## config.mk

```make
export PLATFORM = sky130hd
export DESIGN_NAME = double_ended_queue_core
export DESIGN_NICKNAME = d
export VERILOG_FILES = /design/src/sv/deq_pkg.sv /design/src/sv/deq_ctrl.sv /design/src/sv/deq_datapath.sv /design/src/sv/double_ended_queue_core.sv
export SDC_FILE = /design/constraint.sdc
export NUM_CORES = 2
export LEC_CHECK = 0
export ABC_AREA = 1
export ABC_CLOCK_PERIOD_IN_PS = 5900
export BUFFER_PORTS_ARGS = -buffer_cell sky130_fd_sc_hd__buf_2
export CAP_MARGIN = 20
export CORE_ASPECT_RATIO = 1.5
export CORE_UTILIZATION = 30
export DETAILED_ROUTE_END_ITERATION = 6
export PLACE_DENSITY_LB_ADDON = 0.12
export SETUP_SLACK_MARGIN = 0.2
export SKIP_LAST_GASP = 1
export SLEW_MARGIN = 10
export SYNTH_ARGS = -nofsm -noshare
export SYNTH_HDL_FRONTEND = slang
export SYNTH_SLANG_ARGS = --single-unit
```

## constraint.sdc

```tcl
create_clock -name clk -period 5.9 [get_ports clk]
set_input_delay 1.18 -clock clk [delete_from_list [all_inputs] [get_ports clk]]
set_output_delay 1.18 -clock clk [all_outputs]
set_load 0.02 [all_outputs]
```

## src/sv/deq_pkg.sv

```systemverilog
// Shared types and codes for the double-ended queue core.
// Used by the controller, the datapath, the top level and the checker.
// Depends on nothing.
`default_nettype none

package deq_pkg;

    localparam int DEPTH_DEFAULT = 64;
    localparam int DATA_W        = 32;
    localparam int CMD_W         = 3;
    localparam int STATUS_W      = 2;

    localparam logic [CMD_W-1:0] CMD_PUSH_FRONT = 3'd0;
    localparam logic [CMD_W-1:0] CMD_PUSH_BACK  = 3'd1;
    localparam logic [CMD_W-1:0] CMD_POP_FRONT  = 3'd2;
    localparam logic [CMD_W-1:0] CMD_POP_BACK   = 3'd3;
    localparam logic [CMD_W-1:0] CMD_DUMP       = 3'd4;

    localparam logic [STATUS_W-1:0] ST_OK    = 2'd0;
    localparam logic [STATUS_W-1:0] ST_EMPTY = 2'd1;
    localparam logic [STATUS_W-1:0] ST_FULL  = 2'd2;

    typedef enum logic [2:0] {
        S_IDLE,
        S_EXEC,
        S_POP,
        S_DUMP_RD,
        S_DUMP_WR
    } state_t;

    typedef enum logic {
        OSEL_ZERO,
        OSEL_MEM
    } out_sel_t;

    typedef struct packed {
        logic                capture;
        logic                push_front;
        logic                push_back;
        logic                pop_front;
        logic                pop_back;
        logic                dump_start;
        logic                dump_read;
        logic                dump_next;
        logic                load_out;
        out_sel_t            out_sel;
        logic [STATUS_W-1:0] out_status;
        logic                out_last;
    } ctrl_cmd_t;

    typedef struct packed {
        logic [CMD_W-1:0] cmd;
        logic             empty;
        logic             full;
        logic             out_free;
        logic             dump_last;
    } dp_status_t;

endpackage

`default_nettype wire

```

## src/sv/deq_ctrl.sv

```systemverilog
// Command sequencer for the double-ended queue core.
// Uses deq_pkg for state, command and status types.
`default_nettype none

module deq_ctrl (
    input  wire logic              clk,
    input  wire logic              rst_n,
    input  wire logic              in_valid,
    output logic                   in_ready,
    input  wire deq_pkg::dp_status_t stat,
    output deq_pkg::ctrl_cmd_t     cmd
);

    deq_pkg::state_t state_reg;
    deq_pkg::state_t state_next;

    always_ff @(posedge clk or negedge rst_n)
    begin
        if (!rst_n)
        begin
            state_reg <= deq_pkg::S_IDLE;
        end
        else
        begin
            state_reg <= state_next;
        end
    end

    always_comb
    begin
        state_next = state_reg;
        case (state_reg)
            deq_pkg::S_IDLE:
            begin
                if (in_valid)
                begin
                    state_next = deq_pkg::S_EXEC;
                end
            end
            deq_pkg::S_EXEC:
            begin
                if (stat.out_free)
                begin
                    case (stat.cmd)
                        deq_pkg::CMD_POP_FRONT,
                        deq_pkg::CMD_POP_BACK:
                        begin
                            state_next = stat.empty ? deq_pkg::S_IDLE : deq_pkg::S_POP;
                        end
                        deq_pkg::CMD_DUMP:
                        begin
                            state_next = stat.empty ? deq_pkg::S_IDLE : deq_pkg::S_DUMP_RD;
                        end
                        default:
                        begin
                            state_next = deq_pkg::S_IDLE;
                        end
                    endcase
                end
            end
            deq_pkg::S_POP:
            begin
                if (stat.out_free)
                begin
                    state_next = deq_pkg::S_IDLE;
                end
            end
            deq_pkg::S_DUMP_RD:
            begin
                state_next = deq_pkg::S_DUMP_WR;
            end
            deq_pkg::S_DUMP_WR:
            begin
                if (stat.out_free)
                begin
                    state_next = stat.dump_last ? deq_pkg::S_IDLE : deq_pkg::S_DUMP_RD;
                end
            end
            default:
            begin
                state_next = deq_pkg::S_IDLE;
            end
        endcase
    end

    always_comb
    begin
        cmd      = '0;
        in_ready = 1'b0;
        case (state_reg)
            deq_pkg::S_IDLE:
            begin
                in_ready    = 1'b1;
                cmd.capture = in_valid;
            end
            deq_pkg::S_EXEC:
            begin
                if (stat.out_free)
                begin
                    case (stat.cmd)
                        deq_pkg::CMD_PUSH_FRONT,
                        deq_pkg::CMD_PUSH_BACK:
                        begin
                            cmd.load_out = 1'b1;
                            cmd.out_last = 1'b1;
                            if (stat.full)
                            begin
                                cmd.out_status = deq_pkg::ST_FULL;
                            end
                            else
                            begin
                                cmd.out_status = deq_pkg::ST_OK;
                                cmd.push_front = (stat.cmd == deq_pkg::CMD_PUSH_FRONT);
                                cmd.push_back  = (stat.cmd == deq_pkg::CMD_PUSH_BACK);
                            end
                        end
                        deq_pkg::CMD_POP_FRONT,
                        deq_pkg::CMD_POP_BACK:
                        begin
                            if (stat.empty)
                            begin
                                cmd.load_out   = 1'b1;
                                cmd.out_status = deq_pkg::ST_EMPTY;
                                cmd.out_last   = 1'b1;
                            end
                            else
                            begin
                                cmd.pop_front = (stat.cmd == deq_pkg::CMD_POP_FRONT);
                                cmd.pop_back  = (stat.cmd == deq_pkg::CMD_POP_BACK);
                            end
                        end
                        deq_pkg::CMD_DUMP:
                        begin
                            if (stat.empty)
                            begin
                                cmd.load_out   = 1'b1;
                                cmd.out_status = deq_pkg::ST_EMPTY;
                                cmd.out_last   = 1'b1;
                            end
                            else
                            begin
                                cmd.dump_start = 1'b1;
                            end
                        end
                        default:
                        begin
                            cmd.load_out   = 1'b1;
                            cmd.out_status = deq_pkg::ST_OK;
                            cmd.out_last   = 1'b1;
                        end
                    endcase
                end
            end
            deq_pkg::S_POP:
            begin
                if (stat.out_free)
                begin
                    cmd.load_out   = 1'b1;
                    cmd.out_sel    = deq_pkg::OSEL_MEM;
                    cmd.out_status = deq_pkg::ST_OK;
                    cmd.out_last   = 1'b1;
                end
            end
            deq_pkg::S_DUMP_RD:
            begin
                cmd.dump_read = 1'b1;
            end
            deq_pkg::S_DUMP_WR:
            begin
                if (stat.out_free)
                begin
                    cmd.load_out   = 1'b1;
                    cmd.out_sel    = deq_pkg::OSEL_MEM;
                    cmd.out_status = deq_pkg::ST_OK;
                    cmd.out_last   = stat.dump_last;
                    cmd.dump_next  = 1'b1;
                end
            end
            default:
            begin
                cmd = '0;
            end
        endcase
    end

endmodule

`default_nettype wire

```

## src/sv/deq_datapath.sv

```systemverilog
// Element store, index registers, dump offset and result register of the deque.
// Uses deq_pkg for command and status structs and field widths.
`default_nettype none

module deq_datapath #(
    parameter int DEPTH = deq_pkg::DEPTH_DEFAULT
) (
    input  wire logic                          clk,
    input  wire logic                          rst_n,
    input  wire logic [deq_pkg::CMD_W-1:0]     in_cmd,
    input  wire logic [deq_pkg::DATA_W-1:0]    in_value,
    input  wire deq_pkg::ctrl_cmd_t            cmd,
    output deq_pkg::dp_status_t                stat,
    output logic                               out_valid,
    input  wire logic                          out_ready,
    output logic [deq_pkg::DATA_W-1:0]         out_value,
    output logic [deq_pkg::STATUS_W-1:0]       out_status,
    output logic                               out_last
);

    localparam int AW = $clog2(DEPTH);
    localparam int CW = $clog2(DEPTH + 1);

    logic [deq_pkg::DATA_W-1:0]   mem [DEPTH];
    logic [deq_pkg::DATA_W-1:0]   rdata_reg;
    logic [deq_pkg::CMD_W-1:0]    cmd_reg;
    logic [deq_pkg::DATA_W-1:0]   value_reg;
    logic [AW-1:0]                front_reg;
    logic [AW-1:0]                front_next;
    logic [CW-1:0]                count_reg;
    logic [CW-1:0]                count_next;
    logic [AW-1:0]                offset_reg;
    logic                         out_valid_reg;
    logic [deq_pkg::DATA_W-1:0]   out_value_reg;
    logic [deq_pkg::STATUS_W-1:0] out_status_reg;
    logic                         out_last_reg;
    logic [AW-1:0]                front_dec;
    logic [AW-1:0]                back_slot;
    logic [AW-1:0]                last_slot;
    logic [AW-1:0]                dump_slot;
    logic [AW-1:0]                waddr;
    logic                         we;
    logic [AW-1:0]                raddr;
    logic                         re;

    function automatic logic [AW-1:0] wrap_add(input logic [AW-1:0] a, input logic [AW-1:0] b);
        logic [AW:0] s;
        s = {1'b0, a} + {1'b0, b};
        if (s >= (AW + 1)'(DEPTH))
        begin
            s = s - (AW + 1)'(DEPTH);
        end
        return s[AW-1:0];
    endfunction

    assign front_dec = (front_reg == '0) ? AW'(DEPTH - 1) : front_reg - AW'(1);
    assign back_slot = wrap_add(front_reg, count_reg[AW-1:0]);
    assign last_slot = wrap_add(front_reg, count_next[AW-1:0]);
    assign dump_slot = wrap_add(front_reg, offset_reg);

    assign stat.cmd       = cmd_reg;
    assign stat.empty     = (count_reg == '0);
    assign stat.full      = (count_reg == CW'(DEPTH));
    assign stat.out_free  = !out_valid_reg || out_ready;
    assign stat.dump_last = ((CW'(offset_reg) + CW'(1)) == count_reg);

    always_comb
    begin
        front_next = front_reg;
        count_next = count_reg;
        if (cmd.push_front)
        begin
            front_next = front_dec;
            count_next = count_reg + CW'(1);
        end
        else if (cmd.push_back)
        begin
            count_next = count_reg + CW'(1);
        end
        else if (cmd.pop_front)
        begin
            front_next = wrap_add(front_reg, AW'(1));
            count_next = count_reg - CW'(1);
        end
        else if (cmd.pop_back)
        begin
            count_next = count_reg - CW'(1);
        end
    end

    assign we    = cmd.push_front || cmd.push_back;
    assign waddr = cmd.push_front ? front_dec : back_slot;
    assign re    = cmd.pop_front || cmd.pop_back || cmd.dump_read;
    assign raddr = cmd.pop_front ? front_reg : (cmd.pop_back ? last_slot : dump_slot);

    always_ff @(posedge clk)
    begin
        if (we)
        begin
            mem[waddr] <= value_reg;
        end
    end

    always_ff @(posedge clk)
    begin
        if (re)
        begin
            rdata_reg <= mem[raddr];
        end
    end

    always_ff @(posedge clk)
    begin
        if (cmd.capture)
        begin
            cmd_reg   <= in_cmd;
            value_reg <= in_value;
        end
        if (cmd.load_out)
        begin
            out_value_reg  <= (cmd.out_sel == deq_pkg::OSEL_MEM) ? rdata_reg : '0;
            out_status_reg <= cmd.out_status;
            out_last_reg   <= cmd.out_last;
        end
    end

    always_ff @(posedge clk or negedge rst_n)
    begin
        if (!rst_n)
        begin
            front_reg     <= '0;
            count_reg     <= '0;
            offset_reg    <= '0;
            out_valid_reg <= 1'b0;
        end
        else
        begin
            front_reg <= front_next;
            count_reg <= count_next;
            if (cmd.dump_start)
            begin
                offset_reg <= '0;
            end
            else if (cmd.dump_next)
            begin
                offset_reg <= offset_reg + AW'(1);
            end
            if (cmd.load_out)
            begin
                out_valid_reg <= 1'b1;
            end
            else if (out_ready)
            begin
                out_valid_reg <= 1'b0;
            end
        end
    end

    assign out_valid  = out_valid_reg;
    assign out_value  = out_value_reg;
    assign out_status = out_status_reg;
    assign out_last   = out_last_reg;

endmodule

`default_nettype wire

```

## src/sv/double_ended_queue_core.sv

```systemverilog
// Sequence: an accepted command is registered; a push, an empty pop, an empty dump or an
// ignored code then loads its item into the output register. A pop that returns a value
// first reads the store through its registered read port; a dump reads and outputs each
// element in turn. Loads wait on a stalled output; a new command waits for the last to end.
// Reset: front index, count, dump offset, sequencer and output valid clear; the store is not cleared.
// Top level of the double-ended queue; depends on deq_pkg, deq_ctrl and deq_datapath.
`default_nettype none

module double_ended_queue_core #(
    parameter int DEPTH = deq_pkg::DEPTH_DEFAULT
) (
    input  wire logic        clk,
    input  wire logic        rst_n,
    input  wire logic        s_axis_tvalid,
    output logic             s_axis_tready,
    input  wire logic [31:0] s_axis_tdata,   // [31:0] value_in
    input  wire logic [2:0]  s_axis_tuser,   // [2:0] cmd
    output logic             m_axis_tvalid,
    input  wire logic        m_axis_tready,
    output logic [31:0]      m_axis_tdata,   // [31:0] value_out
    output logic [1:0]       m_axis_tuser,   // [1:0] status
    output logic             m_axis_tlast
);

    deq_pkg::ctrl_cmd_t  ctrl_cmd;
    deq_pkg::dp_status_t dp_stat;

    deq_ctrl u_ctrl (
        .clk      (clk),
        .rst_n    (rst_n),
        .in_valid (s_axis_tvalid),
        .in_ready (s_axis_tready),
        .stat     (dp_stat),
        .cmd      (ctrl_cmd)
    );

    deq_datapath #(
        .DEPTH (DEPTH)
    ) u_datapath (
        .clk        (clk),
        .rst_n      (rst_n),
        .in_cmd     (s_axis_tuser),
        .in_value   (s_axis_tdata),
        .cmd        (ctrl_cmd),
        .stat       (dp_stat),
        .out_valid  (m_axis_tvalid),
        .out_ready  (m_axis_tready),
        .out_value  (m_axis_tdata),
        .out_status (m_axis_tuser),
        .out_last   (m_axis_tlast)
    );

endmodule

`default_nettype wire

```

==> flow_metrics.py <==
metrics = {
    "run": {
        "maxCapViolCount": 0,
    },
    "synth": {
        "syn-cell-area_mm2": 0.09512,
        "synth_top_cell_by_area": "edfxtp_1",
        "synth_cell_types": 42,
        "synth_common_cells": "nand3_1 (2169), edfxtp_1 (2150), nand2_1 (2062), inv_1 (2017), buf_2 (346)",
        "syn_avg_cell_area_um2": 10.38,
        "synth_seq_cells": 2173,
        "ys.flop_type": "edfxtp_1",
        "syn_nets": 9221,
        "yosys_warnings": 0,
        "synth_top_area_share_pct": 67.87,
        "ys_seq_area_share_pct": 68.48,
        "synth_edf_count": 2150,
        "synthTopCellsByArea": "edfxtp_1 (68%), nand3_1 (11%), nand2_1 (8.1%), inv_1 (8.0%), buf_2 (1.8%)",
        "synthMostInstantiatedCell": "nand3_1",
        "synth-async-reset-ratio_pct": 1.058,
        "netlist_instances": 9163,
    },
    "sta": {
        "finClkSkew_ns": 0.04693,
        "setup_viol": 0,
        "hold_viol": 0,
        "tightest_slew_ns": 1.140,
        "period_minus_slack_ns": 5.203,
        "rsz0062_at_grt": "no",
        "relSlewSlack_pct": 23.98,
        "timing.fmax_mhz": 192.2,
        "timing.final.crit_share_pct": 88.18,
        "fin_setup_tns_ns": 0,
        "maxSlewViolCount": 0,
    },
    "drt": {
        "wl_per_cell_um": 24.79,
        "vias_per_cell": 4.728,
        "wirelength_um": 338500,
        "ant_nets": 0,
        "vias": 64570,
        "drt_iter0_markers": 5036,
        "firstDrtPassIters": 6,
        "drc_errors": 0,
    },
    "setup_path": {
        "critPathBufInv": 4,
        "worst-path-max-fanout": 26,
        "cp-end-kind": "flip-flop",
        "cpMaxStageDelayCell": "buf_4",
        "crit_arrival_ns": 5.83,
        "worstSetupStartpointType": "flip-flop",
        "worstPathRequired_ns": 6.53,
        "crit_path_max_incr_delay_ns": 0.54,
        "crit_chain": "inv_1, ha_1, nand4_4, nand4_2, inv_2, ha_1, a21o_1, ha_1, fa_1, a21oi_1, o21ai_0, xnor2_1, nand2_1, o21ai_4, buf_4, buf_4, nand3_1, nand3_1, nand2_1",
        "critical_path.most_common_cell": "ha_1",
        "cpLargestDelayFamily": "simple AND/OR/NAND/NOR gates",
        "crit_type": "reg2reg",
    },
    "cts": {
        "cts_resized": 0,
        "h-tree-depth": 4,
        "cts_tree": "built",
        "clockRootBuffer": "clkbuf_16",
        "cts_setup_buffers": 0,
        "postCtsHoldBufs": 0,
        "clock_latency_ns": 0.92,
        "cts.sinks": 2173,
        "clk_pin_slew_worst_paths_ns": 0.07,
        "cts_buffers": 229,
        "clockBufferDepth": 4,
    },
    "floorplanning": {
        "num_rows": 252,
        "initial_core_util_pct": 30.23,
        "die_h_um": 691.7,
        "io_pins": 76,
        "die_area_mm2": 0.3194,
        "core_mm2": 0.3147,
        "chipWidth_um": 461.8,
    },
    "global_route": {
        "overflow": 0,
        "grt_start_max_net_pins": 92,
        "antenna_found_initial": 6,
        "grt_pass1_wl_um": 479400,
        "grt_usage_pct": 20.97,
        "grt_pass1_vias": 63400,
    },
    "layout": {
        "areaGrowthSynthToFinish_pct": 15.32,
        "multiInputGateArea_mm2": 0.02075,
        "nets": 9348,
        "largest_reg_flops": 2048,
        "layout-drive-gt1-share_pct": 8.083,
        "nFillCells": 31740,
        "largest_register": "u_datapath.mem",
        "register_area_mm2": 0.06514,
    },
    "outcome": {
        "status": "finished, final reports clean",
    },
    "placement": {
        "post-dp-hpwl_um": 191200,
        "gp_congestion": 0.8080,
        "portBuffers": 75,
    },
    "worst_hold_path": {
        "hp-class": "in2async",
    },
}
-- worst register-to-register path: cells and delay by family (launching register included) --
family | cells | cell delay, ns
XOR/XNOR | 1 | 0.15
buffers and inverters | 4 | 1.29
AND/OR/NAND/NOR | 6 | 1.37
flip-flops | 1 | 0.45
adder cells (fa/ha/maj) | 4 | 1.15
AO/OA/AOI/OAI | 4 | 0.53
-- cell type report --
type / count / area share (%)
tap: 4191 / 4.780
inverter: 2021 / 6.928
clock buffer: 279 / 5.472
clock inverter: 126 / 0.8338
multi-input combinational: 4497 / 18.92
timing repair buffer: 368 / 3.684
antenna: 2 / 0.004562
sequential: 2173 / 59.38
-- metrics by stage --
step / setup slack [ns] / utilization (%) / hold slack, ns / cells / cell area (um2)
CTS: 0.6646 / 34.85 / 0.2440 / 13650 / 109700
floorplan: 1.516 / - / 0.4970 / 9163 / 95130
global placement: 0.05439 / 32.64 / 0.5932 / 13250 / 102700
finish: 0.6972 / 34.86 / 0.2954 / 13660 / 109700
global route: 0.4718 / 34.86 / 0.2914 / 13660 / 109700
detailed placement: 0.1539 / 32.65 / 0.5955 / 13250 / 102700
-- final timing paths --
path / start / to / slack, ns / cells after the start
max: u_datapath.count_reg[1]$_DFF_PN0_ / u_datapath.rdata_reg[0]$_DFFE_PP_ / 0.70 / 19
min: rst_n / u_datapath.offset_reg[0]$_DFFE_PN0P_ / 0.30 / 1
max reg2reg: u_datapath.count_reg[1]$_DFF_PN0_ / u_datapath.rdata_reg[0]$_DFFE_PP_ / 0.70 / 19
min reg2reg: u_datapath.offset_reg[1]$_DFFE_PN0P_ / u_datapath.offset_reg[1]$_DFFE_PN0P_ / 0.61 / 2
max in group asynchronous: rst_n / u_datapath.out_valid$_DFFE_PN0P_ / 5.19 / 1
min in group clk: s_axis_tuser[1] / u_datapath.cmd_reg[1]$_DFFE_PP_ / 0.46 / 1
-- cells in the final DEF (no fill, tap or decap), drive strengths merged, types with 5 or more instances in the layout --
master,instances
nand3,2171
edfxtp,2150
nand2,2066
inv,2020
buf,368
clkbuf,279
nor2,137
clkinv,109
o21ai,27
dfrtp,23
xor2,19
ha,17
a21oi,14
bufinv,11
nor3,7
clkinvlp,7
nand4,7
o22ai,5
xnor2,5
-- layer usage --
layer | wire (um) | vias to the layer above | part of all wire, % | track usage (%)
met4 | 11490 | 0 | 3.4 | 6.792
met2 | 173800 | 1468 | 51 | 37.61
met3 | 12740 | 411 | 3.8 | 2.060
li1 | - | 30000 | - | -
met5 | 0 | - | 0 | 0
met1 | 140400 | 32690 | 41 | 26.12
-- cell families after synthesis --
kind of cell | share of synthesized area (%)
AND/OR/NAND/NOR | 20.33
buffers and inverters | 10.35
flip-flops | 68.48
AO/OA/AOI/OAI | 0.3525
XOR/XNOR | 0.2210
adder cells (fa/ha/maj) | 0.2657
multiplexers | 0.01052
Power is left out: the tool's default activity adds up to more than one toggle a clock period on the data nets, which glitch-free logic cannot reach.
